## config.mk

```make
export PLATFORM = sky130hd
export DESIGN_NAME = linear_probe_hash_set
export DESIGN_NICKNAME = d
export VERILOG_FILES = /design/src/rtl/core/lphs_pkg.sv /design/src/rtl/core/lphs_ram.sv /design/src/rtl/core/lphs_dp.sv /design/src/rtl/core/lphs_ctrl.sv /design/src/rtl/core/linear_probe_hash_set.sv
export SDC_FILE = /design/constraint.sdc
export NUM_CORES = 1
export LEC_CHECK = 0
export BUFFER_PORTS_ARGS = -buffer_cell sky130_fd_sc_hd__buf_2
export CORE_ASPECT_RATIO = 1.75
export CORE_MARGIN = 1
export CORE_UTILIZATION = 45
export DETAILED_ROUTE_END_ITERATION = 7
export GPL_TIMING_DRIVEN = 1
export MAX_ROUTING_LAYER = met4
export PLACE_DENSITY = 0.68
export SLEW_MARGIN = 40
export SYNTH_ARGS = -nofsm -noshare
export SYNTH_HDL_FRONTEND = slang
export SYNTH_SLANG_ARGS = --single-unit
```

## constraint.sdc

```tcl
create_clock -name clk -period 13.5 [get_ports clk]
set_input_delay 0 -clock clk [delete_from_list [all_inputs] [get_ports clk]]
set_output_delay 0 -clock clk [all_outputs]
set_load 0.1 [all_outputs]
```

## src/rtl/core/lphs_pkg.sv

```systemverilog
`timescale 1ns / 1ps
package lphs_pkg;

	localparam int KEY_W  = 31;
	localparam int OP_W   = 2;
	localparam int MARK_W = 2;
	localparam int STAT_W = 2;
	localparam int SLOT_W = 4;

	localparam logic [OP_W-1:0] OP_INSERT = 2'd0;
	localparam logic [OP_W-1:0] OP_DELETE = 2'd1;
	localparam logic [OP_W-1:0] OP_LOOKUP = 2'd2;

	localparam logic [MARK_W-1:0] MARK_EMPTY = 2'd0;
	localparam logic [MARK_W-1:0] MARK_USED  = 2'd1;
	localparam logic [MARK_W-1:0] MARK_DEAD  = 2'd2;

	localparam logic [STAT_W-1:0] ST_OK       = 2'd0;
	localparam logic [STAT_W-1:0] ST_FULL     = 2'd1;
	localparam logic [STAT_W-1:0] ST_NOTFOUND = 2'd2;

	// controller to datapath
	typedef struct packed {
		logic              clr;
		logic              load;
		logic              mod_step;
		logic              rd;
		logic              advance;
		logic              wr;
		logic [MARK_W-1:0] wr_mark;
		logic              res_load;
		logic [STAT_W-1:0] res_status;
		logic              res_found;
		logic              res_slot;
	} cmd_t;

	// datapath to controller
	typedef struct packed {
		logic              clr_last;
		logic              mod_last;
		logic              probe_last;
		logic [OP_W-1:0]   op;
		logic [MARK_W-1:0] mark;
		logic              key_hit;
	} stat_t;

endpackage

```

## src/rtl/core/lphs_ram.sv

```systemverilog
`timescale 1ns / 1ps
module lphs_ram #(
	parameter int WIDTH = 33,
	parameter int DEPTH = 16
) (
	input  logic                     clk,
	input  logic                     we,
	input  logic [$clog2(DEPTH)-1:0] waddr,
	input  logic [WIDTH-1:0]         wdata,
	input  logic                     re,
	input  logic [$clog2(DEPTH)-1:0] raddr,
	output logic [WIDTH-1:0]         rdata
);

	logic [WIDTH-1:0] mem_q [DEPTH];

	always_ff @(posedge clk) begin
		if (we) begin
			mem_q[waddr] <= wdata;
		end
		if (re) begin
			rdata <= mem_q[raddr];
		end
	end

endmodule

```

## src/rtl/core/lphs_dp.sv

```systemverilog
`timescale 1ns / 1ps
module lphs_dp #(
	parameter int TABLE_SIZE = 16
) (
	input  logic                         clk,
	input  logic                         arst_n,
	input  lphs_pkg::cmd_t               cmd,
	output lphs_pkg::stat_t              stat,
	input  logic [lphs_pkg::OP_W-1:0]    opcode,
	input  logic [lphs_pkg::KEY_W-1:0]   key,
	output logic [lphs_pkg::STAT_W-1:0]  status,
	output logic                         found,
	output logic [lphs_pkg::SLOT_W-1:0]  slot
);
	import lphs_pkg::*;

	localparam int IDX_W  = $clog2(TABLE_SIZE);
	localparam int WORD_W = MARK_W + KEY_W;
	localparam int PROD_W = KEY_W + 32;
	// floor(2^32 / TABLE_SIZE): the quotient estimate is exact or one low
	localparam logic [31:0] RECIP = 32'((64'd1 << 32) / 64'(TABLE_SIZE));

	logic [IDX_W-1:0]  idx_q;
	logic [IDX_W-1:0]  idx_next;
	logic [IDX_W-1:0]  n_q;
	logic [1:0]        mod_cnt_q;
	logic [KEY_W-1:0]  key_q;
	logic [OP_W-1:0]   op_q;
	logic [PROD_W-1:0] prod;
	logic [KEY_W-1:0]  q_s1;
	logic [KEY_W-1:0]  qm;
	logic [KEY_W-1:0]  diff;
	logic [IDX_W:0]    rem_s2;
	logic [IDX_W:0]    rem_red;
	logic              ram_we;
	logic [WORD_W-1:0] ram_wdata;
	logic [WORD_W-1:0] ram_rdata;
	logic [31:0]       idx_ext;

	assign idx_next = (idx_q == IDX_W'(TABLE_SIZE - 1)) ? '0 : idx_q + 1'b1;

	// home slot: reciprocal multiply, multiply-subtract, then one correcting compare
	assign prod    = PROD_W'(key_q) * PROD_W'(RECIP);
	assign qm      = q_s1 * KEY_W'(TABLE_SIZE);
	assign diff    = key_q - qm;
	assign rem_red = (rem_s2 >= (IDX_W+1)'(TABLE_SIZE)) ?
		rem_s2 - (IDX_W+1)'(TABLE_SIZE) : rem_s2;

	always_ff @(posedge clk or negedge arst_n) begin
		if (!arst_n) begin
			idx_q <= '0;
		end else if (cmd.load) begin
			idx_q <= '0;
		end else if (cmd.mod_step && stat.mod_last) begin
			idx_q <= rem_red[IDX_W-1:0];
		end else if (cmd.clr || cmd.advance) begin
			idx_q <= idx_next;
		end
	end

	always_ff @(posedge clk) begin
		if (cmd.load) begin
			key_q     <= key;
			op_q      <= opcode;
			mod_cnt_q <= '0;
			n_q       <= '0;
		end else begin
			if (cmd.mod_step) begin
				mod_cnt_q <= mod_cnt_q + 1'b1;
				q_s1      <= prod[PROD_W-1:32];
				rem_s2    <= diff[IDX_W:0];
			end
			if (cmd.advance) begin
				n_q <= n_q + 1'b1;
			end
		end
	end

	assign ram_we    = cmd.clr | cmd.wr;
	assign ram_wdata = cmd.clr ? {MARK_EMPTY, {KEY_W{1'b0}}} : {cmd.wr_mark, key_q};

	lphs_ram #(
		.WIDTH (WORD_W),
		.DEPTH (TABLE_SIZE)
	) u_ram (
		.clk   (clk),
		.we    (ram_we),
		.waddr (idx_q),
		.wdata (ram_wdata),
		.re    (cmd.rd),
		.raddr (idx_q),
		.rdata (ram_rdata)
	);

	assign stat.clr_last   = (idx_q == IDX_W'(TABLE_SIZE - 1));
	assign stat.mod_last   = (mod_cnt_q == 2'd2);
	assign stat.probe_last = (n_q == IDX_W'(TABLE_SIZE - 1));
	assign stat.op         = op_q;
	assign stat.mark       = ram_rdata[WORD_W-1:KEY_W];
	assign stat.key_hit    = (ram_rdata[KEY_W-1:0] == key_q);

	assign idx_ext = 32'(idx_q);

	always_ff @(posedge clk) begin
		if (cmd.res_load) begin
			status <= cmd.res_status;
			found  <= cmd.res_found;
			slot   <= cmd.res_slot ? idx_ext[SLOT_W-1:0] : '0;
		end
	end

endmodule

```

## src/rtl/core/lphs_ctrl.sv

```systemverilog
`timescale 1ns / 1ps
module lphs_ctrl (
	input  logic            clk,
	input  logic            arst_n,
	input  logic            in_valid,
	output logic            in_stall,
	output logic            out_valid,
	input  logic            out_stall,
	output lphs_pkg::cmd_t  cmd,
	input  lphs_pkg::stat_t stat
);
	import lphs_pkg::*;

	typedef enum logic [2:0] {
		S_CLEAR,
		S_IDLE,
		S_MOD,
		S_RD,
		S_CHK,
		S_RESP
	} state_t;

	state_t            state_q;
	state_t            state_d;
	logic              res_set;
	logic [STAT_W-1:0] res_status_d;
	logic              res_found_d;
	logic              res_slot_d;
	logic [STAT_W-1:0] res_status_q;
	logic              res_found_q;
	logic              res_slot_q;
	logic              out_free;

	assign in_stall = (state_q != S_IDLE);
	assign out_free = !out_valid || !out_stall;

	always_comb begin
		cmd          = '0;
		state_d      = state_q;
		res_set      = 1'b0;
		res_status_d = ST_NOTFOUND;
		res_found_d  = 1'b0;
		res_slot_d   = 1'b0;
		case (state_q)
			S_CLEAR: begin
				cmd.clr = 1'b1;
				if (stat.clr_last) begin
					state_d = S_IDLE;
				end
			end
			S_IDLE: begin
				if (in_valid) begin
					cmd.load = 1'b1;
					state_d  = S_MOD;
				end
			end
			S_MOD: begin
				cmd.mod_step = 1'b1;
				if (stat.mod_last) begin
					state_d = S_RD;
				end
			end
			S_RD: begin
				cmd.rd  = 1'b1;
				state_d = S_CHK;
			end
			S_CHK: begin
				if (stat.op == OP_INSERT) begin
					if (stat.mark != MARK_USED) begin
						cmd.wr       = 1'b1;
						cmd.wr_mark  = MARK_USED;
						res_set      = 1'b1;
						res_status_d = ST_OK;
						res_slot_d   = 1'b1;
					end else if (stat.probe_last) begin
						res_set      = 1'b1;
						res_status_d = ST_FULL;
					end
				end else begin
					// delete, lookup and the spare opcode skip tombstones, stop at an empty slot
					if (stat.mark == MARK_EMPTY) begin
						res_set = 1'b1;
					end else if (stat.mark == MARK_USED && stat.key_hit) begin
						cmd.wr       = (stat.op == OP_DELETE);
						cmd.wr_mark  = MARK_DEAD;
						res_set      = 1'b1;
						res_status_d = ST_OK;
						res_found_d  = 1'b1;
						res_slot_d   = 1'b1;
					end else if (stat.probe_last) begin
						res_set = 1'b1;
					end
				end
				if (res_set) begin
					state_d = S_RESP;
				end else begin
					cmd.advance = 1'b1;
					state_d     = S_RD;
				end
			end
			S_RESP: begin
				if (out_free) begin
					cmd.res_load   = 1'b1;
					cmd.res_status = res_status_q;
					cmd.res_found  = res_found_q;
					cmd.res_slot   = res_slot_q;
					state_d        = S_IDLE;
				end
			end
			default: begin
				state_d = S_IDLE;
			end
		endcase
	end

	always_ff @(posedge clk or negedge arst_n) begin
		if (!arst_n) begin
			state_q      <= S_CLEAR;
			out_valid    <= 1'b0;
			res_status_q <= ST_OK;
			res_found_q  <= 1'b0;
			res_slot_q   <= 1'b0;
		end else begin
			state_q <= state_d;
			if (cmd.res_load) begin
				out_valid <= 1'b1;
			end else if (!out_stall) begin
				out_valid <= 1'b0;
			end
			if (res_set) begin
				res_status_q <= res_status_d;
				res_found_q  <= res_found_d;
				res_slot_q   <= res_slot_d;
			end
		end
	end

endmodule

```

## src/rtl/core/linear_probe_hash_set.sv

```systemverilog
`timescale 1ns / 1ps
// channel  direction  handshake              fields
// in       sink       in_valid / in_stall    opcode, key
// out      source     out_valid / out_stall  status, found, slot
//
// home slot from a reciprocal multiply, a multiply-subtract and a correcting compare
// each probed slot takes a table ram read, then a check and optional write
// after reset a clearing pass marks every slot empty, in_stall high
// a result waits in the output register while the next item is taken in
// a result still stalled at the output holds the next one in the response state
module linear_probe_hash_set #(
	parameter int TABLE_SIZE = 16
) (
	input  logic                        clk,
	input  logic                        arst_n,
	input  logic                        in_valid,
	output logic                        in_stall,
	input  logic [lphs_pkg::OP_W-1:0]   opcode,
	input  logic [lphs_pkg::KEY_W-1:0]  key,
	output logic                        out_valid,
	input  logic                        out_stall,
	output logic [lphs_pkg::STAT_W-1:0] status,
	output logic                        found,
	output logic [lphs_pkg::SLOT_W-1:0] slot
);
	import lphs_pkg::*;

	cmd_t  cmd;
	stat_t stat;

	lphs_ctrl u_ctrl (
		.clk       (clk),
		.arst_n    (arst_n),
		.in_valid  (in_valid),
		.in_stall  (in_stall),
		.out_valid (out_valid),
		.out_stall (out_stall),
		.cmd       (cmd),
		.stat      (stat)
	);

	lphs_dp #(
		.TABLE_SIZE (TABLE_SIZE)
	) u_dp (
		.clk    (clk),
		.arst_n (arst_n),
		.cmd    (cmd),
		.stat   (stat),
		.opcode (opcode),
		.key    (key),
		.status (status),
		.found  (found),
		.slot   (slot)
	);

	// one item at a time: a transfer in closes the input until the result is loaded
	a_in_closes: assert property (@(posedge clk) disable iff (!arst_n)
		(in_valid && !in_stall) |=> in_stall)
		else $error("input taken again right after a transfer");

	a_found_ok: assert property (@(posedge clk) disable iff (!arst_n)
		(out_valid && found) |-> (status == ST_OK))
		else $error("found set with a failing status");

	a_fail_slot: assert property (@(posedge clk) disable iff (!arst_n)
		(out_valid && status != ST_OK) |-> (slot == '0 && !found))
		else $error("failed operation reports a slot");

	// the table ram is only written while the input is closed
	a_wr_busy: assert property (@(posedge clk) disable iff (!arst_n)
		(cmd.wr || cmd.clr) |-> in_stall)
		else $error("table written while idle");

endmodule

```

* After elaboration in Yosys (flattened, before gate mapping)
Memories as Yosys holds them, arrays and structs flattened. A register that Yosys moved wholly into a read port is not among the register bits.
Cells that the tools add are included.
Widths: inputs -> output; s select.
** Word-level totals
- Flip-flop bits (word level) :: 64
- Memory bits (writable) :: 528
- Input bits :: 37
- Output and inout bits :: 9
- Logic and storage cells :: 104
- Memories :: 1
** Cells by class
- Add/subtract/negate cells :: 5
- Magnitude comparators :: 1
- Eq/ne operators :: 18
- Mux-type cells :: 49
- Bitwise operators :: 2
- Reduce and logical (&&, ||, !) cells :: 13
** Memory list
- u_dp.u_ram.mem_q :: words 16, width 33, rd ports 1, clocked after memory_dff 1, write ports 1, RTL line lphs_ram.sv:15 : logic [WIDTH-1:0] mem_q [DEPTH];
** Operators with widths (number)
- $mux 33 :: 1
- $eq 31x31->1 :: 1
- $mux 3 :: 9
- $mux 1 :: 24
- $mux 4 :: 6
- $pmux 3 s6 :: 1
- $mux 2 :: 6
- $mux 5 :: 2
- $add 4x1->4 const B :: 2
- $eq 4x4->1 const B :: 2
- $ne 2x1->1 const B :: 4
- $eq 3x2->1 const B :: 2
- $eq 3x3->1 const B :: 2
- $ge 5x5->1 const B :: 1
- $sub 5x5->5 :: 1
- $eq 2x1->1 const B :: 2
- $logic_not 2->1 :: 2
- $ne 2x2->1 const B :: 2
- $reduce_and 2->1 :: 2
- $reduce_and 4->1 :: 1
- $sub 4x1->4 const B :: 1
- $eq 3x1->1 const B :: 1
- $logic_not 3->1 :: 1
- $ne 3x1->1 const B :: 1
- other kinds (8) :: 11

* Longest topological paths before layout
- Word-level depth :: 12
- Depth in mapped cells :: 8

* Cells and area by module
Synthesis repeated with hierarchy kept, for this count alone.
** Second synthesis, totals
- Cells, all modules :: 1105
- Area, all modules :: 23916.7 um^2
** By module, submodules not included
- lphs_ram :: instances 1, cells an instance 864, area each 20961.4 um^2, sequential area each 16846.2 um^2
- lphs_dp :: instances 1, cells an instance 180, area each 2451.1 um^2, sequential area each 1541.5 um^2
- lphs_ctrl :: instances 1, cells an instance 61, area each 504.2 um^2, sequential area each 200.2 um^2

* Least setup slack after synthesis
No wires, ideal clock.
- Kind :: register -> register
- From :: reg u_dp.key_q[3]
- To :: mem u_dp.u_ram.mem_q[1][0], enable pin
- Setup time :: 0.506 ns
- Arrival time :: 4.637 ns
- Required time :: 12.994 ns
- Setup slack :: 8.357 ns
- Stages on the path, launching flop included :: 7
- Clock period less this slack :: 5.143 ns
- Cell sequence :: edfxtp_1 xnor2_1 nand4_1 nor4_4 a31oi_1 o21a_1 nor4_1
** On the way
- Cells in the longest elaborated chain, start to end :: 9
** Ends and longest elaborated chain
- start: declaration :: RTL line lphs_dp.sv:27 : logic [KEY_W-1:0] key_q;
- start signal: assignment :: RTL line lphs_dp.sv:63 : key_q <= key;
- $eq 31x31->1 :: RTL line lphs_dp.sv:100 : assign stat.key_hit = (ram_rdata[KEY_W-1:0] == key_q);
- $logic_and 1x1->1 :: RTL line lphs_ctrl.sv:83 : end else if (stat.mark == MARK_USED && stat.key_hit) begin
- $mux 3 :: RTL line lphs_ctrl.sv:83
- $mux 3 :: RTL line lphs_ctrl.sv:81 : if (stat.mark == MARK_EMPTY) begin
- $mux 3 :: RTL line lphs_ctrl.sv:68 : if (stat.op == OP_INSERT) begin
- $mux 4 :: RTL line lphs_ctrl.sv:44 : case (state_q)
- $or 1x1->1 :: RTL line lphs_dp.sv:79 : assign ram_we = cmd.clr | cmd.wr;
- $mux 1 :: RTL line lphs_ram.sv:18 : if (we) begin
- $mux 1 (implied by the code) :: RTL line lphs_ram.sv:19 : mem_q[waddr] <= wdata;
- end: declaration :: RTL line lphs_ram.sv:15
No other way between the ends.

==> flow_summary.ini <==
[clock_tree]
cts.path.max_buffers = 3
numCtsBuffers = 52
cts-root-buf = clkbuf_16
tritoncts = built
cts_hold_buffers = 37
clk_latency_ns = 0.58
htree_levels = 2
cts_resized = 0
cts_sinks = 623
clk_pin_slew_worst_paths_ns = 0.07
postCtsSetupBuffers = 0

[grt]
grt_start_max_net_pins = 77
antenna_found_initial = 0
track_usage_pct = 20.8
grt_first_pass_wirelength_um = 78000
first_global_vias = 11600
overflow = 0

[sta]
worst_pin_slew_ns = 0.867
tns_ns = 0
rsz0062_at_grt = false
fmax_mhz = 272
timing.final.hold_violations = 0
setup_viol = 0
fin_ws_ns = 9.83
fin_skew_ns = 0.0205
min_period_over_period_pct = 27.2
slew_viol_final = 0
period_needed_ns = 3.67
relSlewSlack_pct = 42.2

[power_and_ir_drop]
peakVddDrop_mv = 0.107
pwr_density_cell_mw_per_mm2 = 213
p_clk_share_pct = 25.6
combPwrFrac_pct = 27.4
power.leakage_uw = 0.00869
seqPwrFrac_pct = 47.0
p_int_uw = 4140
p_sw_uw = 1690
power_switching_share_pct = 29.0

[final_layout]
drive_gt1_share_pct = 31.5
final_cell_mix = edfxtp_1 (605), mux4_2 (165), clkbuf_16 (53)
fin_util_pct = 52.2
mostFrequentLayoutCell = edfxtp_1
antenna_cells = 0
stdcell_count = 1891
area_delta_synth_final_pct = 14.2
finalNetCount = 1217

[floorplanning]
pin_count = 46
die_w_um = 177
start_util_pct = 45.7
die_area_mm2 = 0.0543
die_y_um = 307
fp-row-count = 111
core_area_mm2 = 0.0525

[critical_path]
path_max_fanout = 34
endpoint_kind = flip-flop
worstReg2RegStart = u_dp.idx_q[0]
r2r_slack_ns = 9.83
worstPathRequired_ns = 13.80
path_class = reg -> reg
start_kind = flip-flop
crit_start = u_dp.idx_q[0]
worstPathArrival_ns = 3.97

[yosys]
synth_top_family_by_area = multiplexers
ys_async_sr_fraction_pct = 1.93
syn_avg_cell_area_um2 = 22.8
yosysWarnings = 0
synth_compound_area_share_pct = 1.01
synth.distinct_cells = 48
synth_edf_count = 605
synth-adder-area-share_pct = 0.313
synth_area_mm2 = 0.0240
yosysSeqAreaShare_pct = 77.5
synth_ff_type = edfxtp_1
netlist_instances = 1052
syn-num-nets = 1095
synthMuxAreaShare_pct = 15.7
synthSimpleGateAreaFrac_pct = 3.32
ys_ff_latch = 623
synth_xor_area_share_pct = 1.17

[worst_hold_path]
hp-class = in -> reg
worstHoldStart = opcode[0]

[place]
io_buffers = 45
placed_cells = 1761
gp_congestion = 0.771
hpwl_um = 29100
pre_cts_ws_ns = 9.70

[run]
cap_violations = 0

[routing]
wirelength_um = 52700
viasPerCell = 5.85
ant_nets = 0
drc = 0
routedWlPerCell_um = 27.9
dr_total_vias = 11100
dr.pass1.iters = 5
drt_iter0_drc = 1089

[status]
status = finished, final reports clean
[power groups by stage]
stage	sequential, µW	combinational, µW	clock (µW)
after detailed placement	2780	1610	0
final	2740	1600	1490
after floorplan	2710	1140	0
after global placement	2790	1550	0
after CTS	2740	1620	1520
after global routing	2770	1700	1580
[synth_stat cells, drive strengths merged (9+ instances only)]
cell,count,area (µm²)
buf,27,134
clkbuf,20,75.1
dfrtp,12,300
edfxtp,605,18200
mux4,165,3720
nand2,22,82.6
nor2,15,58.8
nor2b,33,206
nor3,9,55.1
nor3b,10,110
o21ai,14,70.1
xnor2,32,280
[sequential cells by signal, indices dropped and copies added, names as in the netlist, 3 cells and up]
signal            flops
u_ctrl.state_q        3
u_dp.idx_q            4
u_dp.key_q           31
u_dp.n_q              4
u_dp.rem_s2           4
u_dp.slot             4
u_dp.u_ram.mem_q    528
u_dp.u_ram.rdata     33
[path summary, 6_finish.rpt]
| path | end | cells past startpoint |
|---|---|---|
| worst max-delay path | u_dp.u_ram.rdata[24] | 4 |
| worst min-delay path | u_dp.op_q[0] | 2 |
| worst max register to register | u_dp.u_ram.rdata[24] | 4 |
| worst min register to register | u_ctrl.res_found_q | 1 |
| max in group asynchronous | u_dp.idx_q[2] | 3 |
| min in group asynchronous | u_dp.idx_q[0] | 3 |
[kinds of logic after synthesis]
group / Yosys count
AO/OA/AOI/OAI: 37
XOR/XNOR: 32
adder cells (fa/ha/maj): 6
buffers and inverters: 54
flip-flops: 623
multiplexers: 171
AND/OR/NAND/NOR: 129
[per-stage QoR]
step | power [µW] | cell area (µm²) | hold WS, ns
after floorplan | 3840 | 24000 | -0.296
after global placement | 4340 | 25200 | -0.0894
after detailed placement | 4400 | 25300 | -0.0881
after CTS | 5890 | 27400 | 0.119
after global routing | 6050 | 27400 | 0.133
final | 5830 | 27400 | 0.139
[worst max-delay path: stages (launching register included)]
cell and delay [ns]:
dfrtp_4 0.89, buf_4 0.65, buf_4 0.64, mux4_2 0.60
mux4_2 0.55
[final cells by class]
type	count	area, µm²
Fill cell	4062	25100
Timing Repair Buffer	115	882
Multi-Input combinational cell	375	5370
Clock inverter	29	297
Tap cell	678	848
Inverter	7	26.3
Clock buffer	64	1370
Sequential cell	623	18600
[per-layer routing]
layer,vias to the layer above,global-route usage (%),wire length [µm]
met5,-,-,0
met4,0,6.52,1400
li1,4642,-,-
met1,5938,25.1,19900
met3,82,2.74,2770
met2,395,36.1,28600
No activity file was read; power rests on OpenSTA's default activity.
